[config.mk]
export PLATFORM = sky130hd
export DESIGN_NAME = ticket_reader_writer_lock
export DESIGN_NICKNAME = d
export VERILOG_FILES = /design/src/design/trwl_pkg.sv /design/src/design/ticket_reader_writer_lock.sv
export VERILOG_INCLUDE_DIRS = /design/src /design/src/design
export SDC_FILE = /design/constraint.sdc
export NUM_CORES = 1
export LEC_CHECK = 0
export ABC_AREA = 1
export BUFFER_PORTS_ARGS = -buffer_cell sky130_fd_sc_hd__buf_2
export CAP_MARGIN = 20
export CORE_ASPECT_RATIO = 1.25
export CORE_MARGIN = 4
export CORE_UTILIZATION = 50
export CTS_CLUSTER_SIZE = 12
export DETAILED_ROUTE_END_ITERATION = 6
export PLACE_DENSITY_LB_ADDON = 0.1
export SLEW_MARGIN = 20
export SYNTH_ARGS = -nofsm -noshare
export SYNTH_HDL_FRONTEND = slang
export SYNTH_SLANG_ARGS = --single-unit
[constraint.sdc]
create_clock -name i_clk -period 9.6 [get_ports i_clk]
set_clock_uncertainty 0.05 [all_clocks]
set_input_delay 1.44 -clock i_clk [delete_from_list [all_inputs] [get_ports i_clk]]
set_output_delay 1.44 -clock i_clk [all_outputs]
set_load 0.01 [all_outputs]
[src/design/ticket_reader_writer_lock_macros.svh]
// Assertion macros for the ticket reader/writer lock
`ifndef TICKET_READER_WRITER_LOCK_MACROS_SVH
`define TICKET_READER_WRITER_LOCK_MACROS_SVH

// check that a condition implies another in the same cycle
`define TRWL_ASSERT_SAME(label, clk, rst_n, ante, cons, msg) \
    label: assert property (@(posedge clk) disable iff (!(rst_n)) (ante) |-> (cons)) \
        else $error(msg);

// check that a condition implies another in the next cycle
`define TRWL_ASSERT_NEXT(label, clk, rst_n, ante, cons, msg) \
    label: assert property (@(posedge clk) disable iff (!(rst_n)) (ante) |=> (cons)) \
        else $error(msg);

`endif

[src/design/trwl_pkg.sv]
// Shared types and defaults for the ticket reader/writer lock
package trwl_pkg;

    localparam int DEF_NUM_REQUESTERS = 16;
    localparam int DEF_TICKET_BITS    = 16;
    localparam int DEF_TICKET_WINDOW  = 16;

    typedef enum logic [2:0] {
        CMD_ACQUIRE = 3'd0,
        CMD_WAIT    = 3'd1,
        CMD_CANCEL  = 3'd2,
        CMD_TRY     = 3'd3,
        CMD_RELEASE = 3'd4,
        CMD_CLOSE   = 3'd5,
        CMD_RSVD6   = 3'd6,
        CMD_RSVD7   = 3'd7
    } t_cmd;

    typedef enum logic [2:0] {
        ST_OK         = 3'd0,
        ST_QUEUED     = 3'd1,
        ST_DEADLOCK   = 3'd2,
        ST_BUSY       = 3'd3,
        ST_INVALID    = 3'd4,
        ST_NOT_READY  = 3'd5,
        ST_QUEUE_FULL = 3'd6,
        ST_UNKNOWN    = 3'd7
    } t_status;

    typedef enum logic [2:0] {
        S_IDLE = 3'b001,
        S_EXEC = 3'b010,
        S_ADV  = 3'b100
    } t_state;

endpackage

[src/design/ticket_reader_writer_lock.sv]
// Ticket reader/writer lock: holder flags in a per-requester memory, tickets in registers
// o_done is registered in the execute state, or, when service advances, in the advance state,
// which first moves on past cancelled tickets (one skipped ticket per cycle).
// Throughput: one request at a time; busy is high from acceptance until o_done.
// Holder flags are read at acceptance from a one-port synchronous memory.
// Reset (synchronous, active low) clears tickets, counts, skip marks and entry valid bits.
`include "ticket_reader_writer_lock_macros.svh"

module ticket_reader_writer_lock #(
    parameter int NUM_REQUESTERS = trwl_pkg::DEF_NUM_REQUESTERS,
    parameter int TICKET_BITS    = trwl_pkg::DEF_TICKET_BITS,
    parameter int TICKET_WINDOW  = trwl_pkg::DEF_TICKET_WINDOW
) (
    input  logic        i_clk,
    input  logic        i_rst_n,
    input  logic        start,
    output logic        busy,
    input  logic [2:0]  i_cmd,
    input  logic [3:0]  i_requester,
    input  logic        i_write_mode,
    input  logic [15:0] i_ticket,
    output logic        o_done,
    output logic [2:0]  o_status,
    output logic [15:0] o_issued_ticket,
    output logic        o_all_free
);

    localparam int IDX_W = (NUM_REQUESTERS > 1) ? $clog2(NUM_REQUESTERS) : 1;
    localparam int AW    = (IDX_W > 4) ? IDX_W : 4;
    localparam int CW    = $clog2(NUM_REQUESTERS + 1);
    localparam int SW    = (TICKET_WINDOW > 1) ? $clog2(TICKET_WINDOW) : 1;
    localparam int OW    = (TICKET_BITS > SW) ? TICKET_BITS : SW;
    localparam logic [TICKET_BITS-1:0] TK_MAX = {TICKET_BITS{1'b1}};

    trwl_pkg::t_state  r_state;
    trwl_pkg::t_cmd    r_cmd;
    logic [3:0]        r_req;
    logic              r_wr;
    logic [TICKET_BITS-1:0]   r_tk;
    logic [TICKET_BITS-1:0]   r_next;
    logic [TICKET_BITS-1:0]   r_serv;
    logic [TICKET_WINDOW-1:0] r_skip;
    logic [CW-1:0]     r_rcnt;
    logic [CW-1:0]     r_wcnt;
    logic [1:0]        r_mem [NUM_REQUESTERS];
    logic [NUM_REQUESTERS-1:0] r_val;
    logic [1:0]        r_rdata;
    logic              r_rvalid;
    trwl_pkg::t_status r_status;
    logic [15:0]       r_issued;

    logic              accept;
    logic              in_ok;
    logic [AW-1:0]     in_ext;
    logic [IDX_W-1:0]  rd_addr;
    logic [AW-1:0]     req_ext;
    logic [IDX_W-1:0]  wr_addr;
    logic              req_ok;
    logic [1:0]        flags;
    logic [1:0]        n_flags;
    logic              holds;
    logic [TICKET_BITS-1:0] pend;
    logic [TICKET_BITS-1:0] offset;
    logic [OW-1:0]     off_ext;
    logic [SW-1:0]     off_idx;
    logic              outst;
    logic              skip_hit;
    logic              win_full;
    trwl_pkg::t_status n_status;
    logic [15:0]       n_issued;
    logic [TICKET_BITS-1:0] n_next;
    logic              do_adv;
    logic              do_mark;
    logic              do_write;
    logic [CW-1:0]     n_rcnt;
    logic [CW-1:0]     n_wcnt;

    assign accept  = start && !busy;
    assign busy    = (r_state != trwl_pkg::S_IDLE);
    assign in_ext  = AW'(i_requester);
    assign rd_addr = in_ext[IDX_W-1:0];
    assign in_ok   = (32'(i_requester) < 32'(NUM_REQUESTERS));
    assign req_ext = AW'(r_req);
    assign wr_addr = req_ext[IDX_W-1:0];
    assign req_ok  = (32'(r_req) < 32'(NUM_REQUESTERS));

    assign flags    = (req_ok && r_rvalid) ? r_rdata : 2'b00;
    assign holds    = |flags;
    assign pend     = r_next - r_serv;
    assign offset   = r_tk - r_serv;
    assign off_ext  = OW'(offset);
    assign off_idx  = off_ext[SW-1:0];
    assign outst    = (offset < pend);
    assign skip_hit = outst && r_skip[off_idx];
    assign win_full = (32'(pend) >= 32'(TICKET_WINDOW)) || (pend == TK_MAX);

    always_comb begin
        n_status = trwl_pkg::ST_OK;
        n_issued = 16'd0;
        n_next   = r_next;
        n_flags  = flags;
        do_adv   = 1'b0;
        do_mark  = 1'b0;
        if (r_cmd == trwl_pkg::CMD_RSVD6 || r_cmd == trwl_pkg::CMD_RSVD7) begin
            n_status = trwl_pkg::ST_UNKNOWN;
        end else if (!req_ok && r_cmd != trwl_pkg::CMD_CANCEL) begin
            n_status = trwl_pkg::ST_INVALID;
        end else begin
            case (r_cmd)
                trwl_pkg::CMD_ACQUIRE: begin
                    if (holds) begin
                        n_status = trwl_pkg::ST_DEADLOCK;
                    end else if (win_full) begin
                        n_status = trwl_pkg::ST_QUEUE_FULL;
                    end else begin
                        n_issued = 16'(r_next);
                        n_next   = r_next + 1'b1;
                        n_status = trwl_pkg::ST_QUEUED;
                    end
                end
                trwl_pkg::CMD_WAIT: begin
                    if (!outst || skip_hit) begin
                        n_status = trwl_pkg::ST_INVALID;
                    end else if (offset != '0 || r_wcnt != '0 || (r_wr && r_rcnt != '0)) begin
                        n_status = trwl_pkg::ST_NOT_READY;
                    end else begin
                        n_flags = r_wr ? (flags | 2'b10) : (flags | 2'b01);
                        do_adv  = 1'b1;
                    end
                end
                trwl_pkg::CMD_CANCEL: begin
                    if (!outst) begin
                        n_status = trwl_pkg::ST_INVALID;
                    end else if (offset == '0) begin
                        do_adv = 1'b1;
                    end else begin
                        do_mark = 1'b1;
                    end
                end
                trwl_pkg::CMD_TRY: begin
                    if (holds || pend != '0 || r_wcnt != '0 || (r_wr && r_rcnt != '0)) begin
                        n_status = trwl_pkg::ST_BUSY;
                    end else begin
                        n_next  = r_next + 1'b1;
                        n_flags = r_wr ? (flags | 2'b10) : (flags | 2'b01);
                        do_adv  = 1'b1;
                    end
                end
                trwl_pkg::CMD_RELEASE: begin
                    if (!holds) begin
                        n_status = trwl_pkg::ST_INVALID;
                    end else begin
                        n_flags = 2'b00;
                    end
                end
                trwl_pkg::CMD_CLOSE: begin
                    if (!holds) begin
                        n_status = trwl_pkg::ST_INVALID;
                    end else begin
                        n_flags = r_wr ? (flags & 2'b01) : (flags & 2'b10);
                    end
                end
                default: begin
                    n_status = trwl_pkg::ST_UNKNOWN;
                end
            endcase
        end
    end

    assign do_write = req_ok && (n_flags != flags);
    assign n_rcnt   = r_rcnt + CW'(n_flags[0]) - CW'(flags[0]);
    assign n_wcnt   = r_wcnt + CW'(n_flags[1]) - CW'(flags[1]);

    // holder flag memory: read at acceptance, written back in the execute cycle
    always_ff @(posedge i_clk) begin
        if (accept && in_ok) begin
            r_rdata <= r_mem[rd_addr];
        end
        if (r_state == trwl_pkg::S_EXEC && do_write) begin
            r_mem[wr_addr] <= n_flags;
        end
    end

    always_ff @(posedge i_clk) begin
        if (!i_rst_n) begin
            r_state  <= trwl_pkg::S_IDLE;
            r_next   <= '0;
            r_serv   <= '0;
            r_skip   <= '0;
            r_rcnt   <= '0;
            r_wcnt   <= '0;
            r_val    <= '0;
            r_rvalid <= 1'b0;
            o_done   <= 1'b0;
        end else begin
            o_done <= 1'b0;
            case (r_state)
                trwl_pkg::S_IDLE: begin
                    if (accept) begin
                        r_cmd    <= trwl_pkg::t_cmd'(i_cmd);
                        r_req    <= i_requester;
                        r_wr     <= i_write_mode;
                        r_tk     <= TICKET_BITS'(i_ticket);
                        r_rvalid <= in_ok && r_val[rd_addr];
                        r_state  <= trwl_pkg::S_EXEC;
                    end
                end
                trwl_pkg::S_EXEC: begin
                    r_next   <= n_next;
                    r_rcnt   <= n_rcnt;
                    r_wcnt   <= n_wcnt;
                    r_status <= n_status;
                    r_issued <= n_issued;
                    if (do_write) begin
                        r_val[wr_addr] <= 1'b1;
                    end
                    if (do_mark) begin
                        r_skip[off_idx] <= 1'b1;
                    end
                    if (do_adv) begin
                        r_serv  <= r_serv + 1'b1;
                        r_skip  <= r_skip >> 1;
                        r_state <= trwl_pkg::S_ADV;
                    end else begin
                        o_done          <= 1'b1;
                        o_status        <= n_status;
                        o_issued_ticket <= n_issued;
                        o_all_free      <= (n_rcnt == '0) && (n_wcnt == '0);
                        r_state         <= trwl_pkg::S_IDLE;
                    end
                end
                trwl_pkg::S_ADV: begin
                    // pass over cancelled tickets
                    if (r_skip[0] && r_serv != r_next) begin
                        r_serv <= r_serv + 1'b1;
                        r_skip <= r_skip >> 1;
                    end else begin
                        if (r_serv == r_next) begin
                            r_skip <= '0;
                        end
                        o_done          <= 1'b1;
                        o_status        <= r_status;
                        o_issued_ticket <= r_issued;
                        o_all_free      <= (r_rcnt == '0) && (r_wcnt == '0);
                        r_state         <= trwl_pkg::S_IDLE;
                    end
                end
                default: begin
                    r_state <= trwl_pkg::S_IDLE;
                end
            endcase
        end
    end

    `TRWL_ASSERT_NEXT(a_accept_busy, i_clk, i_rst_n, accept, busy,
        "request accepted but not busy")
    `TRWL_ASSERT_SAME(a_rw_exclusive, i_clk, i_rst_n, 1'b1,
        (r_rcnt == '0) || (r_wcnt == '0), "readers and writer hold together")
    `TRWL_ASSERT_SAME(a_one_writer, i_clk, i_rst_n, 1'b1, r_wcnt <= CW'(1),
        "more than one writer holds")
    `TRWL_ASSERT_SAME(a_free_match, i_clk, i_rst_n, o_done,
        o_all_free == ((r_rcnt == '0) && (r_wcnt == '0)),
        "all_free disagrees with holder counts")
    `TRWL_ASSERT_SAME(a_head_unskipped, i_clk, i_rst_n, r_state == trwl_pkg::S_IDLE,
        !r_skip[0], "served ticket marked skipped")

endmodule
==> impl_results.md, run 1 <==
* Status: completed
* H-tree depth at 4
* Post-synthesis register bit count at between 150 and 200
* Final Critical Period at ~6400 ps
* Fin crit share at 66.3%
* Hold Path Class: reg -> reg
* Top Usage Layer GRT: met2
* CTS Buf Count at 17
* Peak supply drop at roughly 0.00014 V
* Via count at approximately 10000
* First-pass iteration count of the detailed router at 5
* Vias in the first global route at ~10000
* Buffer count from post-CTS setup fixing at 0
* Pre-CTS WS at around 3400 ps
* Final Total Pwr at approximately 1.9 mW
* Final weighted congestion of routability-driven global placement at a little under 1
* Grt total ovfl at 0
* Most used cell, CP: inv_1
* Post-Syn Nets at around 1600
* Ys flop type: edfxtp_1
* Mapped cell area at 0.0112 mm2
* N_diodes at 0
* CTS Buffer Depth at 2
* Final Hold Vio Count at 0
* Final Net Count at ~1700
* Crit-path slowest cell: or4_1
* GRT met2 Usage at a little over two fifths
* Global-route wire length before repair at 49200 um
* Sequential fraction of the synthesis area at between 40 and 50%
* Final WS setup at between 3000 and 4000 ps
* CORE AREA at roughly 0.022 mm2
* HPWL Detailed at approximately 22000 um
* Max Cap Viol at 0
* Total track usage at 24.6%
* Crit-path max cell delay at approximately 480 ps
* Netlist cell types at 48
* Initial Util at around half
* Startpoint types: flip-flop
* Met1 usage at between 30 and 40%
* Post-DRT Antenna Nets at 0
* CTS sink cnt at approximately 180
* Worst path required time at around 9900 ps
* Post-synth EDFFs at 97
* Root Buffer: clkbuf_16
* FMAX at 157 MHz
* Post-Synthesis Cells at between 1500 and 2000
* DR iter-0 viols at 740
* Ports at 49
* Synthesized area per cell at between 7 and 8 um2
* # fillers at about 2100
* Power Density at around 160 mW/mm2
* Setup Viol. Count Final at 0
* Die footprint at between 0.02 and 0.025 mm2
* Total negative setup slack at 0 ps
* Hold-fix buffers, CTS at 0
* WL per Instance at about 16 um
* Relative slew slack at 44.1%
* Met3 Track Usage GR at 2.98%
* Pin count of the biggest net entering global routing at 40
* Drt total wl at 29900 um
* Element type at the critical path end: flip-flop
* Worst Path Max Fanout at 17
* Clk slew on worst S/H paths at about 80 ps
* Vias/cell at between 5 and 6
* Leakage at 5.41 nW
* Worst Tran Pin Value at around 830 ps
* Min Hold Slack at 416 ps
* # rows at 60
* Layout cell share with drive strength beyond 1 at approximately 8.4%
* Die Height at around 180 um
* Clock Latency Late Sink at between 400 and 500 ps
* Antenna violations before repair at 0
* Setup CP Type: reg -> reg
* PortBufs at between 40 and 50
* Async set or reset register ratio after synthesis at 0%
* YS warnings at 0
* DR DRC count at 0
* RSZ-0062 raised after global routing: false
* Final Max Slew Viols at 0
* CTS tree: yes
* Area growth from synthesis to layout at 9.81%
* Crit path DAT at between 6000 and 7000 ps
* Chip Width at ~140 um
* Post-cts resize count at 0
logic make-up after synthesis:
kind of cell / Yosys count / synth area share (%)
flops: 176 / 40.2
mux: 2 / 0.179
fa+ha+maj: 61 / 7.10
simple gates: 849 / 32.8
buf+inv: 221 / 7.66
xor+xnor: 39 / 3.06
compound gates: 176 / 8.99
power by group:
part           internal, mW  total [mW]  switching [mW]
Sequential            0.829       0.844          0.0149
Clock                 0.350       0.705           0.356
Combinational         0.120       0.372           0.252
sequential cells by signal, summed over array words and instances (netlist names), 2 cells and up:
register         count
r_rcnt               5
r_cmd                3
r_req                4
o_status             3
r_mem               32
o_issued_ticket     16
r_tk                16
r_skip              16
r_serv              16
r_status             3
r_wcnt               5
r_rdata              2
r_state              3
r_next              16
r_val               16
r_issued            16
worst paths after layout:
kind / from / end / slack, ps / cells after the start
max reg2reg: r_serv[7] / o_all_free / 3240 / 32
min: r_val[8] / r_val[8] / 420 / 2
min reg2reg: r_val[8] / r_val[8] / 420 / 2
max: r_serv[7] / o_all_free / 3240 / 32
area by class of cell:
type,count,area [um2],share of cell area (%)
flip-flops and latches,176,4490,36.6
inverters,188,706,5.75
clock buffers,17,425,3.47
well taps,279,349,2.85
clock inverters,15,161,1.32
repair buffers,56,300,2.45
multi-input cells,1127,5830,47.5
Yosys cell counts, types with 2 or more instances:
library cell	number	area, um2
a21o_1	2	15.0
a21oi_1	75	375
a21oi_2	5	43.8
a22oi_1	4	30.0
a31oi_1	2	12.5
buf_1	2	7.51
buf_2	3	15.0
buf_4	2	15.0
buf_6	2	22.5
clkbuf_1	24	90.1
dfxtp_1	79	1580
edfxtp_1	97	2910
fa_1	4	80.1
ha_1	57	713
inv_1	184	691
inv_2	3	11.3
mux2i_1	2	20.0
nand2_1	349	1310
nand2_2	11	68.8
nand2_4	3	33.8
nand3_1	110	551
nand3_2	5	50.1
nand3b_1	8	60.1
nand4_1	22	138
nor2_1	278	1040
nor2_2	8	50.1
nor2_4	4	45.0
nor3_1	36	180
nor4_1	8	50.1
o211ai_1	5	37.5
o21ai_0	60	300
o21bai_1	3	22.5
o221ai_1	14	123
o22ai_1	2	12.5
xnor2_1	11	96.3
xor2_1	28	245
worst max-delay path: cells and delay by family (launching register included):
kind,cells,cell delay [ps]
simple gates,16,2630
fa+ha+maj,5,1630
compound gates,4,930
buf+inv,7,590
flops,1,360
cells in the final DEF (no fill, tap or decap), types with 5 or more instances in the layout:
master	netlist	layout
nand2_1	349	349
nor2_1	278	278
inv_1	184	184
nand3_1	110	110
edfxtp_1	97	97
dfxtp_1	79	79
a21oi_1	75	75
o21ai_0	60	60
ha_1	57	57
buf_2	3	48
nor3_1	36	34
xor2_1	28	28
nand4_1	22	22
clkbuf_16	0	17
o221ai_1	14	14
nand2_2	11	11
xnor2_1	11	11
nor4_1	8	8
nor2_2	8	8
nand3b_1	8	8
buf_4	2	8
a21oi_2	5	5
nand3_2	5	5
o211ai_1	5	5
inv_8	0	5
per-stage QoR:
step / area (um2) / util, % / instances
6_report: 12300 / 56.4 / 1858
5_1_grt: 12300 / 56.4 / 1858
4_1_cts: 12300 / 56.4 / 1858
3_5_place_dp: 11700 / 53.7 / 1826
3_3_place_gp: 11700 / 53.7 / 1826
2_1_floorplan: 11200 / - / 1524
routing by layer:
| metal | vias up | wire (um) |
|---|---|---|
| met5 | - | 0 |
| met4 | 0 | 630 |
| met3 | 53 | 1520 |
| met2 | 317 | 14700 |
| li1 | 5097 | - |
| met1 | 4591 | 13100 |
Power figures use the tool's default switching activity.
==> inputs of run 2 (changes only) <==
ABC_AREA = 0   (was 1)
clock period = 6.57 ns   (was 9.6 ns; I/O delays follow)
==> run 2 against run 1 <==
Compared with the run above:
- core utilization increased by 2.1 points
- largest power group unchanged
- sequential share of layout area up 0.21 points
- wire length shrank 12%
- flip-flop and latch count did not move
- synthesized cell count down 29%
- sequential power is 40% higher
- first-iteration DRC count fell by 8.8%
- highest routed layer unchanged
- die area shrank 4.2%
- non-clock buffer count grew 36
==> impl_results.md, run 2 <==
* Setup CP Type: reg -> reg
* Crit-path max cell delay at between 600 and 700 ps
* Vias/cell at between 5 and 6
* Peak supply drop at 0.000180 V
* Via count at roughly 8500
* Final Hold Vio Count at 0
* Final weighted congestion of routability-driven global placement at roughly 0.94
* Ports at 49
* Final Net Count at ~1200
* HPWL Detailed at a little under 20000 um
* Layout cell share with drive strength beyond 1 at a little under a fifth
* Root Buffer: clkbuf_16
* Global-route wire length before repair at ~43000 um
* H-tree depth at 4
* Reg with most FFs: r_mem
* Die footprint at roughly 0.024 mm2
* DR iter-0 viols at ~680
* Post-synthesis register bit count at 176
* Vias in the first global route at roughly 8100
* Pin count of the biggest net entering global routing at 71
* Relative slew slack at between 30% and 40%
* # fillers at approximately 1800
* Max reg flops at 32
* Most frequent cells in the layout: 98 x nand2_1, 97 x edfxtp_1, 78 x dfxtp_1
* Netlist cell types at 79
* Fin crit share at 95.6%
* Setup Viol. Count Final at 0
* Grt total ovfl at 0
* Crit-path slowest cell: or4b_2
* # rows at between 50 and 60
* Most frequent cells after synthesis: 98 x nand2_1, 97 x edfxtp_1, 79 x dfxtp_1
* Worst Path Max Fanout at 3
* N_diodes at 0
* Reg area at 0.00450 mm2
* Status: completed
* Final Max Slew Viols at 0
* Post-synth EDFFs at a little under 100
* Cells along the critical path: inv_1 -> ha_1 -> a21o_1 -> a31oi_1 -> a211oi_2 -> buf_4 -> or3_1 -> a211oi_1 -> ha_1 -> o21ai_0 -> nand2b_1 -> a211o_1 -> nand2b_1 -> nor3_1 -> o21ai_0 -> nor2b_1 -> ha_1 -> inv_1 -> ha_1 -> fa_1 -> or4b_2 -> nor4_2 -> nand3_1 -> o32ai_1
* CTS Buffer Depth at 2
* Hold Path Class: reg -> reg
* Post-DRT Antenna Nets at 0
* DR DRC count at 0
* Ys flop type: edfxtp_1
* Post-Syn Nets at around 1200
* CORE AREA at ~0.021 mm2
* Die Height at ~170 um
* Layout Cells excl Fill at between 1000 and 1500
* Power Density at approximately 220 mW/mm2
* Clock Latency Late Sink at approximately 440 ps
* Most frequent cell after synthesis: nand2_1
* Most used cell, CP: ha_1
* WL per Instance at around 18 um
* Min Hold Slack at roughly 410 ps
* Final Critical Period at roughly 6300 ps
* PortBufs at 48
* Leakage at around 4.7 nW
* FMAX at ~160 MHz
* Worst Tran Pin Value at 941 ps
* CTS sink cnt at roughly 180
* Multi-input logic area at 0.00595 mm2
* First-pass iteration count of the detailed router at 5
* CTS Buf Count at 17
* YS warnings at 0
* Area growth from synthesis to layout at 14.2%
* Synth area leaders: edfxtp_1 27%, dfxtp_1 15%, ha_1 6.7%
* Worst path required time at 6790 ps
* Most common cell after layout, fill and taps aside: nand2_1
* Initial Util at 51.1%
* Post-Synthesis Cells at around 1100
* Element type at the critical path end: flip-flop
* Total track usage at between 20% and 30%
* Max Cap Viol at 0
* Mapped cell area at between 0.01 and 0.015 mm2
* Sequential fraction of the synthesis area at 42.1%
* Yosys top cell by area: edfxtp_1
* Crit path DAT at ~6500 ps
* CTS tree: yes
* Top cell type's share of synthesized area at 27.3%
* Antenna violations before repair at 0
* Inst Count DP at 1400
* Clk slew on worst S/H paths at approximately 80 ps
* Chip Width at between 100 and 150 um
* Drt total wl at 26400 um
* Async set or reset register ratio after synthesis at 0%
* Startpoint types: flip-flop
* Synthesized area per cell at 9.87 um2
[run 2: cell count changes in the layout (fill, tap and decap cells not counted), sizes merged, moves of 20 or more]
cell / before / now
a21oi: 80 / 54
and2: 1 / 47
and3: 0 / 26
buf: 56 / 92
inv: 195 / 64
mux2: 0 / 20
nand2: 363 / 98
nand3: 116 / 33
nor2: 290 / 67
o21a: 1 / 27
o21ai: 60 / 33
[run 2: worst max-delay path, delay by kind of cell, from the launching register on]
kind / cells / cell delay (ps)
AND/OR/NAND/NOR: 8 / 1950
AO/OA/AOI/OAI: 8 / 1820
adder cells (fa/ha/maj): 5 / 1580
buffers and inverters: 3 / 390
flip-flops: 1 / 310
[run 2: layer usage]
metal	share of wire, %	up-vias	GRT usage (%)	routed length [um]
met1	46	4059	30.5	12100
met2	47	248	36.8	12500
met4	2.8	0	7.74	751
li1	-	4182	-	-
met5	0	-	0	0
met3	4.4	43	3.62	1160
[run 2: path summary, 6_finish.rpt]
| path | slack (ps) | end | from | depth (start not counted) |
|---|---|---|---|---|
| min reg2reg | 410 | r_serv[12] | r_serv[12] | 2 |
| max reg2reg | 290 | o_all_free | r_serv[4] | 24 |
| max | 290 | o_all_free | r_serv[4] | 24 |
| min | 410 | r_serv[12] | r_serv[12] | 2 |
[run 2: cell type report]
class | count | area share [%]
clock buffer | 17 | 3.49
sequential | 176 | 36.8
multi-input combinational | 803 | 48.8
inverter | 57 | 1.75
timing repair buffer | 92 | 4.68
clock inverter | 15 | 1.68
tap | 274 | 2.81
[run 2: what timing repair did]
action	CTS	global route
setup buffers	0	2
hold buffers	0	0
setup endpoints to repair	0	3
resized for setup	0	33
[run 2: report_power, final]
group	switching, mW	internal, mW
combinational	0.267	0.194
clock	0.529	0.528
sequential	0.0113	1.17
total	0.807	1.89
[run 2: per-stage QoR]
step	util (%)	power, mW	TNS (ps)	area, um2	setup WS [ps]
finish	58.4	2.70	0	12200	286
global route	58.4	2.82	-28.2	12200	-28.2
CTS	57.6	2.69	0	12000	37.1
detailed placement	54.6	1.64	0	11400	48.2
global placement	54.6	1.64	0	11400	248
floorplan	-	1.51	0	10700	606
[run 2: logic make-up after synthesis]
kind of cell             share of synthesized area [%]
buffers and inverters                             3.76
AO/OA/AOI/OAI                                     17.7
XOR/XNOR                                          3.02
flip-flops                                        42.1
AND/OR/NAND/NOR                                   18.8
multiplexers                                      7.14
adder cells (fa/ha/maj)                           7.43
==> inputs of run 3 (changes only) <==
CORE_UTILIZATION = 45   (was 50)
==> run 3 against run 2 <==
Compared with the run above:
- total power is 0.48% higher
- largest cell class unchanged
- via count is 0.83% lower
- die area is 11% higher
==> impl_results.md, run 3 (same netlist as run 2, synthesis figures left out) <==
* Status: completed
* Element type at the critical path end: flip-flop
* Die footprint at 0.0263 mm2
* CORE AREA at ~0.023 mm2
* Chip Width at between 100 and 150 um
* Total negative setup slack at 0 ps
* Setup Viol. Count Final at 0
* R2R Setup Slk at ~390 ps
* # rows at 62
* Fin crit share at 94.0%
* Pin count of the biggest net entering global routing at 62
* Ports at 49
* Final Total Pwr at 2.71 mW
* Final WS setup at around 400 ps
* WL per Instance at 18.6 um
* Setup CP Type: reg -> reg
* Worst Path Max Fanout at 9
* H-tree depth at 4
* N_diodes at 0
* Post-DRT Antenna Nets at 0
* Inst Count DP at between 1000 and 1500
* Pre-CTS WS at 41.5 ps
* Peak supply drop at about 0.00018 V
* DR iter-0 viols at 603
* Power Density at approximately 220 mW/mm2
* Antenna violations before repair at 0
* Post-Route Utilization at between 50 and 60%
* Vias in the first global route at between 8000 and 9000
* Die Height at ~180 um
* PortBufs at 48
* CTS tree: yes
* Via count at ~8500
* FMAX at between 150 and 200 MHz
* CTS sink cnt at between 150 and 200
* Worst path required time at between 6000 and 7000 ps
* Root Buffer: clkbuf_16
* Vias/cell at 5.85
* Max Cap Viol at 0
* Most frequent cells in the layout: 98 x nand2_1, 97 x edfxtp_1, 78 x dfxtp_1
* Area growth from synthesis to layout at 14.5%
* Layout cell share with drive strength beyond 1 at 19.0%
* Final Max Slew Viols at 0
* Hold-fix buffers, CTS at 0
* Drt total wl at ~27000 um
* Clk slew on worst S/H paths at 80 ps
* Hold Path Class: reg -> reg
* CTS Buf Count at 17
* DR DRC count at 0
* Final Critical Period at 6180 ps
* Relative slew slack at between 30 and 40%
* Final Net Count at about 1200
* Layout Cells excl Fill at 1446
* Leakage at about 4.7 nW
* Max reg flops at 32
* First-pass iteration count of the detailed router at 5
* Worst Tran Pin Value at approximately 910 ps
* Final Hold Vio Count at 0
* Final weighted congestion of routability-driven global placement at ~0.92
* HPWL Detailed at a little over 20000 um
* Reg with most FFs: r_mem
* Grt total ovfl at 0
* Total track usage at just over 20%
* Startpoint types: flip-flop
* Global-route wire length before repair at between 40000 and 50000 um
* Most common cell after layout, fill and taps aside: nand2_1
* Initial Util at a little under half
* CTS Buffer Depth at 2
* Crit path DAT at roughly 6400 ps
* Clock Latency Late Sink at between 400 and 500 ps
==> run 3: final timing paths <==
check / startpoint / end / cells after the start
min reg2reg: r_serv[11] / r_serv[11] / 2
max: r_serv[12] / o_all_free / 26
max reg2reg: r_serv[12] / o_all_free / 26
min: r_serv[11] / r_serv[11] / 2
==> run 3: per-layer routing <==
metal / global-route usage, % / part of all wire (%)
met2: 33.0 / 48
met5: 0 / 0
met3: 2.97 / 3.8
met1: 28.0 / 46
met4: 8.13 / 2.9
==> run 3: area by class of cell <==
cell class,count,area [um2]
Sequential cell,176,4500
Multi-Input combinational cell,803,5980
Clock buffer,17,425
Inverter,57,214
Timing Repair Buffer,90,556
Clock inverter,15,199
Fill cell,2116,11000
Tap cell,288,360
==> run 3: where the power goes <==
part	total, mW	switching (mW)	internal (mW)
clock	1.07	0.536	0.530
sequential	1.18	0.0113	1.17
combinational	0.466	0.266	0.200
total	2.71	0.813	1.90
==> run 3: what timing repair did <==
action                     CTS  global route
resized for setup            0            45
setup endpoints to repair    0             3
buffers inserted             0             1
==> run 3: worst max-delay path: stages (launching register included) <==
cell	delay [ps]
dfxtp_1	310
inv_1	210
ha_1	370
and3_1	270
nand4_1	160
o32ai_1	120
a2111oi_2	380
buf_4	180
inv_1	40
ha_1	310
a21oi_1	150
a21boi_0	90
o21ai_1	130
nand2b_1	120
a211o_1	310
nand2b_1	180
nor3_1	180
o21ai_0	130
nor2b_1	160
ha_1	290
inv_1	50
ha_1	200
fa_1	480
or4b_2	620
nor4_1	240
nand3_1	100
o32ai_1	140
==> run 3: stage by stage <==
step / area, um2 / hold WS (ps)
floorplan: 10700 / 385
global placement: 11400 / 393
detailed placement: 11400 / 398
CTS: 12000 / 415
global route: 12200 / 433
finish: 12200 / 414
